<file path="src/design/u2da_pkg.sv">
// ----------------------------------------------------------------------------
// u2da_pkg
// Shared types and constants of the decimal text converter.
// ----------------------------------------------------------------------------
package u2da_pkg;
  localparam logic [7:0] ASCII_ZERO = 8'd48;
  localparam logic [7:0] LINE_FEED  = 8'd10;
  localparam int         MAX_DIGITS = 20;

  // Control passed from the sequencer to the cell chain.
  typedef struct packed {
    logic load;   // take a new value into the chain
    logic shift;  // advance the chain by one input bit
  } chain_ctl_t;
endpackage

</file>
<file path="src/design/u2da_cell.sv">
// ----------------------------------------------------------------------------
// u2da_cell
// One BCD digit of a double-dabble chain: add-3 correction, then shift left.
// ----------------------------------------------------------------------------
module u2da_cell (
  input  logic                 clk,
  input  u2da_pkg::chain_ctl_t ctl,
  input  logic                 carry_in,
  output logic                 carry_out,
  output logic [3:0]           digit
);
  import u2da_pkg::*;

  logic [3:0] adj;

  // Correct digits of five or more before the shift.
  assign adj       = (digit >= 4'd5) ? digit + 4'd3 : digit;
  assign carry_out = adj[3];

  // Clear on load, shift one bit in per step.
  always_ff @(posedge clk) begin
    if (ctl.load) begin
      digit <= '0;
    end else if (ctl.shift) begin
      digit <= {adj[2:0], carry_in};
    end
  end
endmodule

</file>
<file path="src/design/unsigned_to_decimal_ascii.sv">
// ----------------------------------------------------------------------------
// unsigned_to_decimal_ascii
// Converts an unsigned value to decimal ASCII text ending in a line feed.
// ----------------------------------------------------------------------------
// channel | ports                                  | per transfer
// input   | value; in_valid, in_stall              | one value
// output  | text_byte, last; out_valid, out_stall  | one text byte
// An accepted value shifts all VALUE_WIDTH bits through 20 digit cells.
// Output then visits each digit cell once from the top: leading zeros
// pass with no transfer, then the line feed is sent. Output stall holds
// the current byte; the next value is accepted once the line feed has
// been transferred. Reset returns to idle.
module unsigned_to_decimal_ascii #(
  parameter int VALUE_WIDTH = 64
) (
  input  logic        clk,
  input  logic        rst,
  input  logic [63:0] value,
  input  logic        in_valid,
  output logic        in_stall,
  output logic [7:0]  text_byte,
  output logic        last,
  output logic        out_valid,
  input  logic        out_stall
);
  import u2da_pkg::*;

  localparam int          CW = $clog2(VALUE_WIDTH + 1);
  localparam logic [1:0]  S_IDLE = 2'd0;
  localparam logic [1:0]  S_CONV = 2'd1;
  localparam logic [1:0]  S_OUT  = 2'd2;

  logic [1:0]             state;
  logic [VALUE_WIDTH-1:0] sreg;
  logic [CW-1:0]          cnt;
  logic [4:0]             pos;
  logic                   started;
  chain_ctl_t             ctl;
  logic [MAX_DIGITS:0]    carry;
  logic [3:0]             digs [MAX_DIGITS];
  logic [3:0]             cur;
  logic                   in_take;
  logic                   out_take;

  assign in_stall = (state != S_IDLE);
  assign in_take  = in_valid && !in_stall;
  assign out_take = out_valid && !out_stall;
  assign ctl.load  = in_take;
  assign ctl.shift = (state == S_CONV);
  assign carry[0]  = sreg[VALUE_WIDTH-1];

  // Build the chain of digit cells, least significant first.
  for (genvar i = 0; i < MAX_DIGITS; i++) begin : g_cell
    u2da_cell u_cell (
      .clk(clk), .ctl(ctl), .carry_in(carry[i]),
      .carry_out(carry[i+1]), .digit(digs[i])
    );
  end

  assign cur       = digs[pos];
  assign last      = (pos == 5'd31);
  assign text_byte = last ? LINE_FEED : (ASCII_ZERO + {4'd0, cur});
  assign out_valid = (state == S_OUT) && (last || started || cur != 4'd0 || pos == 5'd0);

  // Sequence load, conversion and byte output.
  always_ff @(posedge clk) begin
    if (rst) begin
      state <= S_IDLE;
    end else begin
      unique case (state)
        S_IDLE: begin
          if (in_take) begin
            sreg  <= value[VALUE_WIDTH-1:0];
            cnt   <= CW'(VALUE_WIDTH);
            state <= S_CONV;
          end
        end
        S_CONV: begin
          sreg <= {sreg[VALUE_WIDTH-2:0], 1'b0};
          cnt  <= cnt - 1'b1;
          if (cnt == CW'(1)) begin
            pos     <= 5'(MAX_DIGITS - 1);
            started <= 1'b0;
            state   <= S_OUT;
          end
        end
        S_OUT: begin
          if (last) begin
            if (out_take) state <= S_IDLE;
          end else if (out_take) begin
            started <= 1'b1;
            pos     <= (pos == 5'd0) ? 5'd31 : pos - 1'b1;
          end else if (!out_valid) begin
            pos <= pos - 1'b1;
          end
        end
        default: state <= S_IDLE;
      endcase
    end
  end
endmodule

</file>
<file path="config.mk">
export PLATFORM = sky130hd
export DESIGN_NAME = unsigned_to_decimal_ascii
export DESIGN_NICKNAME = d
export VERILOG_FILES = /design/src/design/u2da_pkg.sv /design/src/design/u2da_cell.sv /design/src/design/unsigned_to_decimal_ascii.sv
export SDC_FILE = /design/constraint.sdc
export NUM_CORES = 1
export LEC_CHECK = 0
export BUFFER_PORTS_ARGS = -buffer_cell sky130_fd_sc_hd__buf_2
export CELL_PAD_IN_SITES_DETAIL_PLACEMENT = 1
export CELL_PAD_IN_SITES_GLOBAL_PLACEMENT = 2
export CORE_MARGIN = 1
export CORE_UTILIZATION = 38
export DETAILED_ROUTE_END_ITERATION = 10
export PLACE_DENSITY = 0.8
export SYNTH_ARGS = -nofsm -noshare
export SYNTH_HDL_FRONTEND = slang
export SYNTH_HIERARCHICAL = 1
export SYNTH_SLANG_ARGS = --single-unit
</file>
<file path="constraint.sdc">
create_clock -name clk -period 8.65 [get_ports clk]
set_input_delay 2.1625 -clock clk [delete_from_list [all_inputs] [get_ports clk]]
set_output_delay 2.1625 -clock clk [all_outputs]
set_load 0.01 [all_outputs]
</file>
Word-level counts from Yosys, hierarchy flattened
Cells that the tools add are included.
{"block": "word_totals", "reg_bits": 159, "inputBits": 68, "elab_cells": 142}
{"block": "op_classes", "eq_ne": 10, "mux": 43, "reduce_logical": 18, "n_bitwise": 2, "order_cmp": 21, "addsub": 23}
{"op": "$pmux W64 S2", "count": 1}
{"op": "$mux W4", "count": 21}
{"op": "$ge A4 B3 Y1 const B", "count": 20}
{"op": "$add A4 B2 Y4 const B", "count": 19}
{"op": "$mux W64", "count": 1}
{"op": "$mux W5", "count": 5}
{"op": "$bmux W4 S5", "count": 1}
{"op": "$mux W7", "count": 2}
{"op": "$pmux W7 S2", "count": 1}
{"op": "$pmux W5 S2", "count": 1}
{"op": "$reduce_and A5 Y1", "count": 2}
{"op": "$mux W2", "count": 4}
{"op": "$ne A2 B2 Y1 const B", "count": 4}
{"op": "$add A6 B4 Y7 const A", "count": 1}
{"op": "$eq A7 B1 Y1 const B", "count": 1}
{"op": "$sub A7 B1 Y7 const B", "count": 1}
{"op": "$ge A6 B6 Y1 const B", "count": 1}
{"op": "$not A5 Y6", "count": 1}
{"op": "$pmux W2 S3", "count": 1}
{"op": "$reduce_bool A2 Y1", "count": 3}
{"op": "$eq A5 B5 Y1 const B", "count": 1}
{"op": "$logic_not A5 Y1", "count": 1}
{"op": "$sub A5 B1 Y5 const B", "count": 1}
{"op": "$reduce_and A4 Y1", "count": 1}
{"op": "other kinds (15)", "count": 22}

Longest topological paths before layout
Gate-level depths: netlist (run 1).
{"block": "depth", "ltp_word": 12, "mapped_depth": 11, "ltp_nobuf": 8}

Modules after synthesis
The synthesis (run 1) kept the hierarchy.
{"module": "u2da_cell", "cells_each": 31, "n_inst": 20, "area_per_inst_um2": 260.2}
{"module": "unsigned_to_decimal_ascii", "cells_each": 424, "n_inst": 1, "area_per_inst_um2": 4270.3}

Worst setup path before layout (run 1)
Ideal clock, no wire load.
{"block": "synth_timing", "kind": "input port to flip-flop", "startpoint": "input port rst", "endpoint": "register cnt[0] (enable)", "path_stages": 1, "n_path_buf": 0, "arrival_time_ps": 7029, "setup_time_ps": 587, "setup_slack_ps": 1034, "cell_sequence": "nor3_1"}
{"block": "synth_between", "elab_chain_cells": 2}
{"item": "from (decl)", "line_no": "unsigned_to_decimal_ascii.sv:17", "rtl": "input logic rst,"}
{"item": "$not A1 Y1 (no source line)"}
{"item": "$reduce_and A3 Y1 (no source line)"}
{"item": "to (signal assigned)", "line_no": "unsigned_to_decimal_ascii.sv:74", "rtl": "cnt <= CW'(VALUE_WIDTH);"}
{"item": "to (signal assigned)", "line_no": "unsigned_to_decimal_ascii.sv:80", "rtl": "cnt <= cnt - 1'b1;"}
{"item": "to (decl)", "line_no": "unsigned_to_decimal_ascii.sv:35", "rtl": "logic [CW-1:0] cnt;"}
Every way passes these cells.
A chain may end at the register's enable or synchronous reset.

Worst setup path in the final report (run 1)
{"block": "layout_timing", "startpoint": "register pos[0]", "endpoint": "output port out_valid"}
{"block": "layout_between", "elab_chain_cells": 8, "elab_cells_between_ends": 11, "classes_between": "eq/ne (1); mux (3); bitwise (1); reduce/logical (6)"}
{"item": "from (decl)", "line_no": "unsigned_to_decimal_ascii.sv:36", "rtl": "logic [4:0] pos;"}
{"item": "from (signal assigned)", "line_no": "unsigned_to_decimal_ascii.sv:82", "rtl": "pos <= 5'(MAX_DIGITS - 1);"}
{"item": "from (signal assigned)", "line_no": "unsigned_to_decimal_ascii.sv:92", "rtl": "pos <= (pos == 5'd0) ? 5'd31 : pos - 1'b1;"}
{"item": "from (signal assigned)", "line_no": "unsigned_to_decimal_ascii.sv:94", "rtl": "pos <= pos - 1'b1;"}
{"item": "$not A5 Y6 (not written as such)", "line_no": "unsigned_to_decimal_ascii.sv:60", "rtl": "assign cur = digs[pos];"}
{"item": "$bmux W4 S5", "line_no": "unsigned_to_decimal_ascii.sv:60"}
{"item": "$mux W4 (not written as such) (2 in a row)", "line_no": "unsigned_to_decimal_ascii.sv:60"}
{"item": "$reduce_bool A4 Y1", "line_no": "unsigned_to_decimal_ascii.sv:63", "rtl": "assign out_valid = (state == S_OUT) && (last || started || cur != 4'd0 || pos == 5'd0);"}
{"item": "$logic_or A1 B1 Y1", "line_no": "unsigned_to_decimal_ascii.sv:63"}
{"item": "$logic_or A1 B1 Y1 (*)", "line_no": "unsigned_to_decimal_ascii.sv:63"}
{"item": "$logic_and A1 B1 Y1 (*)", "line_no": "unsigned_to_decimal_ascii.sv:63"}
{"item": "to (decl)", "line_no": "unsigned_to_decimal_ascii.sv:23", "rtl": "output logic out_valid,"}
Mark *: on every way between the ends. The rest lies on a longest branch, timed or not. The select of a mux whose other input is x is not followed.

==> flow_metrics.tcl, run 1 <==
set metrics [dict create \
    ant_nets 0 \
    p_seq_share_pct 47.2 \
    grt_pass1_wl_um 38400 \
    cts_resized 0 \
    cts_made_buffers 17 \
    place_area_um2 10000 \
    layout.cell_area.non_filler_um2 10600 \
    core_area_um2 24400 \
    antennaDiodeCount 0 \
    top_level_ports 79 \
    tritoncts "yes" \
    max-vdd-ir-drop_uv 119 \
    worst_slew_pin_slew_ns 1.05 \
    crit_fanout 24 \
    via_per_inst 5.31 \
    place.gp.congestion 0.788 \
    number_of_antenna_violations_at_the_first_check_in_global_routing 2 \
    instance_count_of_the_mapped_netlist 1040 \
    cp-end-kind "primary output" \
    critPathLaunchType "register" \
    detail_route.drc_violations 0 \
    grt_start_max_net_pins 141 \
    switching_share_pct 28.0 \
    synth.avg_cell_area_um2 9.09 \
    timing.clock.skew_ns 0.0176 \
    slew_violations 0 \
    arrival_worst_endpoint_ns 3.26 \
    floorplan.die_area_um2 25500 \
    via_count 7615 \
    power.internal_mw 1.28 \
    post-dp-hpwl_um 14900 \
    fillerInstances 2869 \
    worst_slew_margin_rel_pct 30.1 \
    cts_root_buffer "sky130_fd_sc_hd__clkbuf_16" \
    holdCritPathClass "reg2reg" \
    htree_levels 4 \
    grt_overflow 0 \
    power.density_nw_per_um2 167 \
    cts.repair_timing.setup_buffer_count 0 \
    layout-area-overhead-vs-synth_pct 12.4 \
    final_layout_size_suffix_gt1_share_pct 12.3 \
    numClockSinks 159 \
    hold_violations 0 \
    critical_path_class "reg2out" \
    finalHoldWorstSlack_ns 0.493 \
    portbufs 76 \
    drt-initial-drc-count 435 \
    synth_area_um2 9460 \
    min_period_ns 5.42 \
    initial_utilization_pct 38.8 \
    grt_use_total_pct 18.2 \
    width_of_the_chip_um 160 \
    first_global_vias 7582 \
    net-switching-power_uw 496 \
    layout.cells.most_common "sky130_fd_sc_hd__nand2_1" \
    clock_latency_ns 0.44 \
    grt_setup_unrepaired "false" \
    rows 57 \
    number_of_max_cap_violations 0 \
    fmaxAchievable_ghz 0.184 \
    finalNetCount 1208 \
    post_cts_hold_buffer_count 0 \
    timing.final.setup_violations 0 \
    share_of_power_burned_in_combinational_logic_pct 9.0 \
    clkSlewWorstSetupHoldPaths_ns 0.08 \
    layout.cells.most_common_list "sky130_fd_sc_hd__nand2_1, sky130_fd_sc_hd__nand2b_1, sky130_fd_sc_hd__dfxtp_1, sky130_fd_sc_hd__edfxtp_1, sky130_fd_sc_hd__buf_2" \
    yosys_warnings 6 \
    drt-wirelength-per-cell_um 15.7 \
    power_frac_clock_pct 43.9 \
    finalSetupTns_ns 0 \
    drt-total-wl_um 22500 \
    run_status "finished, final reports clean" \
    report.power.total_mw 1.77 \
    drt_pre_antenna_iters 4 \
    worst_ep_required_time_ns 6.49 \
    static_leakage_nw 3.92 \
    die_h_um 160 \
    clock_path_buffers 2 \
    post-route-period-util_pct 62.7 \
]
final cells by class:
class | instances | area (um^2) | share of cell area (%)
Multi-Input combinational cell | 785 | 5030 | 47.4
Sequential cell | 159 | 3950 | 37.2
Clock buffer | 17 | 425 | 4.00
Timing Repair Buffer | 82 | 425 | 4.00
Tap cell | 324 | 405 | 3.81
Inverter | 51 | 196 | 1.85
Clock inverter | 15 | 185 | 1.74
power by group through the flow:
| stage | logic, mW | registers, mW | clock network (mW) |
|---|---|---|---|
| after floorplan | 0.122 | 0.853 | 0 |
| after global placement | 0.159 | 0.853 | 0 |
| after CTS | 0.162 | 0.837 | 0.799 |
| final | 0.159 | 0.836 | 0.777 |
| after detailed placement | 0.162 | 0.854 | 0 |
| after global routing | 0.181 | 0.839 | 0.825 |
per-layer routing:
metal  up-vias  routed length (um)  global-route usage [%]
met1      3669               11300                    25.6
li1       3818                   -                       -
met5         -                  14                       0
met4         2                 185                    4.24
met3        13                 837                    4.05
met2       113               10200                    28.2
registers in the layout, indices dropped and copies added (netlist names):
name                 flops
g_cell.u_cell/digit     80
sreg                    64
cnt                      7
pos                      5
state                    2
started                  1
through the flow:
stage,instances,utilization [%],setup slack (ns)
floorplan,1041,-,1.03
global placement,1401,41.1,3.74
detailed placement,1401,41.1,3.66
CTS,1433,43.6,3.17
global route,1433,43.6,2.98
finish,1433,43.6,3.23
path summary, 6_finish.rpt:
check / from / to / slack [ns] / depth (start not counted)
worst max register to register: pos[0] / pos[4] / 5.22 / 6
worst min-delay path: sreg[63] / g_cell[0].u_cell/digit[0] / 0.49 / 2
worst max-delay path: pos[0] / out_valid / 3.23 / 7
worst min register to register: sreg[63] / g_cell[0].u_cell/digit[0] / 0.49 / 2
worst max-delay path, stage by stage (launching register included):
cell and delay, ns:
sky130_fd_sc_hd__edfxtp_1 0.66, sky130_fd_sc_hd__buf_4 0.46, sky130_fd_sc_hd__mux4_2 0.56, sky130_fd_sc_hd__nand2_1 0.08, sky130_fd_sc_hd__o2111ai_1 0.16, sky130_fd_sc_hd__or4_1 0.59, sky130_fd_sc_hd__and2_1 0.18, sky130_fd_sc_hd__buf_2 0.13
Note: power is estimated with default switching activity, not from simulation.
==> inputs of run 2 (changes only) <==
clock period = 5.1 ns   (was 8.65 ns; I/O delays follow)
==> run 2 against run 1 <==
  * Hold slack improved by 0.010 ns
  * Largest cell class unchanged
  * Clock skew increased by 0.021 ns
  * Largest power group unchanged
  * Utilization increased by 0.072 points
==> flow_metrics.tcl, run 2 (same netlist as run 1, synthesis figures left out) <==
set metrics [dict create \
    finalSetupTns_ns 0 \
    initial_utilization_pct 38.8 \
    drt-wirelength-per-cell_um 15.7 \
    multi_input_comb_area_um2 5040 \
    layout.cells.most_common_list "sky130_fd_sc_hd__nand2_1, sky130_fd_sc_hd__nand2b_1, sky130_fd_sc_hd__dfxtp_1, sky130_fd_sc_hd__edfxtp_1, sky130_fd_sc_hd__buf_2" \
    cts_resized 0 \
    grt_setup_unrepaired "false" \
    reg_top3 "g_cell.u_cell/digit: 80 flops, sreg: 64 flops, cnt: 7 flops" \
    max-vdd-ir-drop_uv 189 \
    min_period_ns 4.56 \
    fillerInstances 2902 \
    min-delay-start "sreg[63]" \
    cts_root_buffer "sky130_fd_sc_hd__clkbuf_16" \
    via_count 7590 \
    fmaxAchievable_ghz 0.219 \
    r2r-start "pos[0]" \
    run_status "finished, final reports clean" \
    drt_pre_antenna_iters 4 \
    power.density_nw_per_um2 285 \
    holdCritPathClass "reg2reg" \
    number_of_antenna_violations_at_the_first_check_in_global_routing 1 \
    detail_route.drc_violations 0 \
    layout-area-overhead-vs-synth_pct 12.6 \
    critical_path_class "reg2out" \
    top_level_ports 79 \
    post-route-period-util_pct 89.5 \
    hold_violations 0 \
    finalHoldWorstSlack_ns 0.503 \
    cp-end-kind "primary output" \
    antennaDiodeCount 0 \
    worst-r2r-cell-count 6 \
    layout.cells.most_common "sky130_fd_sc_hd__nand2_1" \
    place.gp.congestion 0.782 \
    worst_slew_margin_rel_pct 38.8 \
    rows 57 \
    maxUsedRoutingLayer "met5" \
    crit_fanout 24 \
    floorplan.die_area_um2 25500 \
    grt_overflow 0 \
    clock_latency_ns 0.45 \
    worst_ep_required_time_ns 3.83 \
    post_cts_hold_buffer_count 0 \
    timing.clock.skew_ns 0.0382 \
    core_area_um2 24400 \
    cts.repair_timing.setup_buffer_count 0 \
    via_per_inst 5.30 \
    clkSlewWorstSetupHoldPaths_ns 0.08 \
    worst_slew_pin_slew_ns 0.919 \
    grt_start_max_net_pins 147 \
    wl_met2_um 10100 \
    met1_length_um 11500 \
    number_of_max_cap_violations 0 \
    max_flop_register "g_cell.u_cell/digit" \
    first_global_vias 7529 \
    clock_path_buffers 2 \
    grt_use_total_pct 18.1 \
    report.power.total_mw 3.03 \
    die_h_um 160 \
    width_of_the_chip_um 160 \
    tritoncts "yes" \
    numClockSinks 159 \
    largest_register_ff_count 80 \
    finalNetCount 1208 \
    grt_pass1_wl_um 37900 \
    ant_nets 0 \
    portbufs 76 \
    drt-initial-drc-count 473 \
    arrival_worst_endpoint_ns 3.29 \
    cts_made_buffers 17 \
    timing.final.setup_violations 0 \
    drt-total-wl_um 22400 \
    htree_levels 4 \
    critPathLaunch "pos[0]" \
    final_layout_size_suffix_gt1_share_pct 12.3 \
    dr_wl_met3_um 722 \
    whs_path_depth 2 \
    static_leakage_nw 3.92 \
    critPathLaunchType "register" \
    slew_violations 0 \
    regArea_um2 3950 \
    post-dp-hpwl_um 14800 \
]
==> run 2: cell count changes in the layout (fill, tap and decap cells not counted), sizes merged <==
cell | before | now
clkinv | 7 | 4
inv | 59 | 61
bufinv | 0 | 1
==> run 2: final cells by class <==
cell class / instances / area share (%)
well taps: 324 / 3.81
inverters: 51 / 1.85
flip-flops and latches: 159 / 37.1
multi-input cells: 785 / 47.4
clock inverters: 15 / 1.73
repair buffers: 82 / 4.11
clock buffers: 17 / 4.00
==> run 2: worst paths after layout <==
| path | to | slack (ns) |
|---|---|---|
| worst max register to register | pos[1] | 1.65 |
| worst min register to register | g_cell[0].u_cell/digit[0] | 0.50 |
| worst max-delay path | out_valid | 0.54 |
| worst min-delay path | g_cell[0].u_cell/digit[0] | 0.50 |
==> run 2: power by group <==
group / switching [mW] / leakage, nW / internal [mW]
clock: 0.633 / 0.301 / 0.708
combinational: 0.174 / 2.23 / 0.0956
sequential: 0.0187 / 1.39 / 1.40
total: 0.826 / 3.92 / 2.20
==> run 2: per-stage QoR <==
step | cells | setup WS (ns) | area, um^2 | utilization, %
global placement | 1401 | 1.09 | 10000 | 41.1
detailed placement | 1401 | 0.996 | 10000 | 41.1
global route | 1433 | 0.374 | 10600 | 43.6
floorplan | 1041 | 0.385 | 9470 | -
CTS | 1433 | 0.492 | 10600 | 43.6
finish | 1433 | 0.536 | 10600 | 43.6
==> run 2: layer usage <==
| layer | up-vias | global-route usage, % |
|---|---|---|
| met2 | 91 | 28.5 |
| met1 | 3657 | 25.1 |
| met5 | - | 0 |
| met4 | 2 | 4.28 |
| li1 | 3829 | - |
| met3 | 11 | 3.97 |
==> run 2: critical path, cell delays in order (launching register included) <==
cell                        delay (ns)
sky130_fd_sc_hd__edfxtp_1         0.65
sky130_fd_sc_hd__buf_4            0.46
sky130_fd_sc_hd__mux4_2           0.55
sky130_fd_sc_hd__nand2_1          0.09
sky130_fd_sc_hd__o2111ai_1        0.18
sky130_fd_sc_hd__or4_1            0.58
sky130_fd_sc_hd__and2_1           0.18
sky130_fd_sc_hd__buf_2            0.14
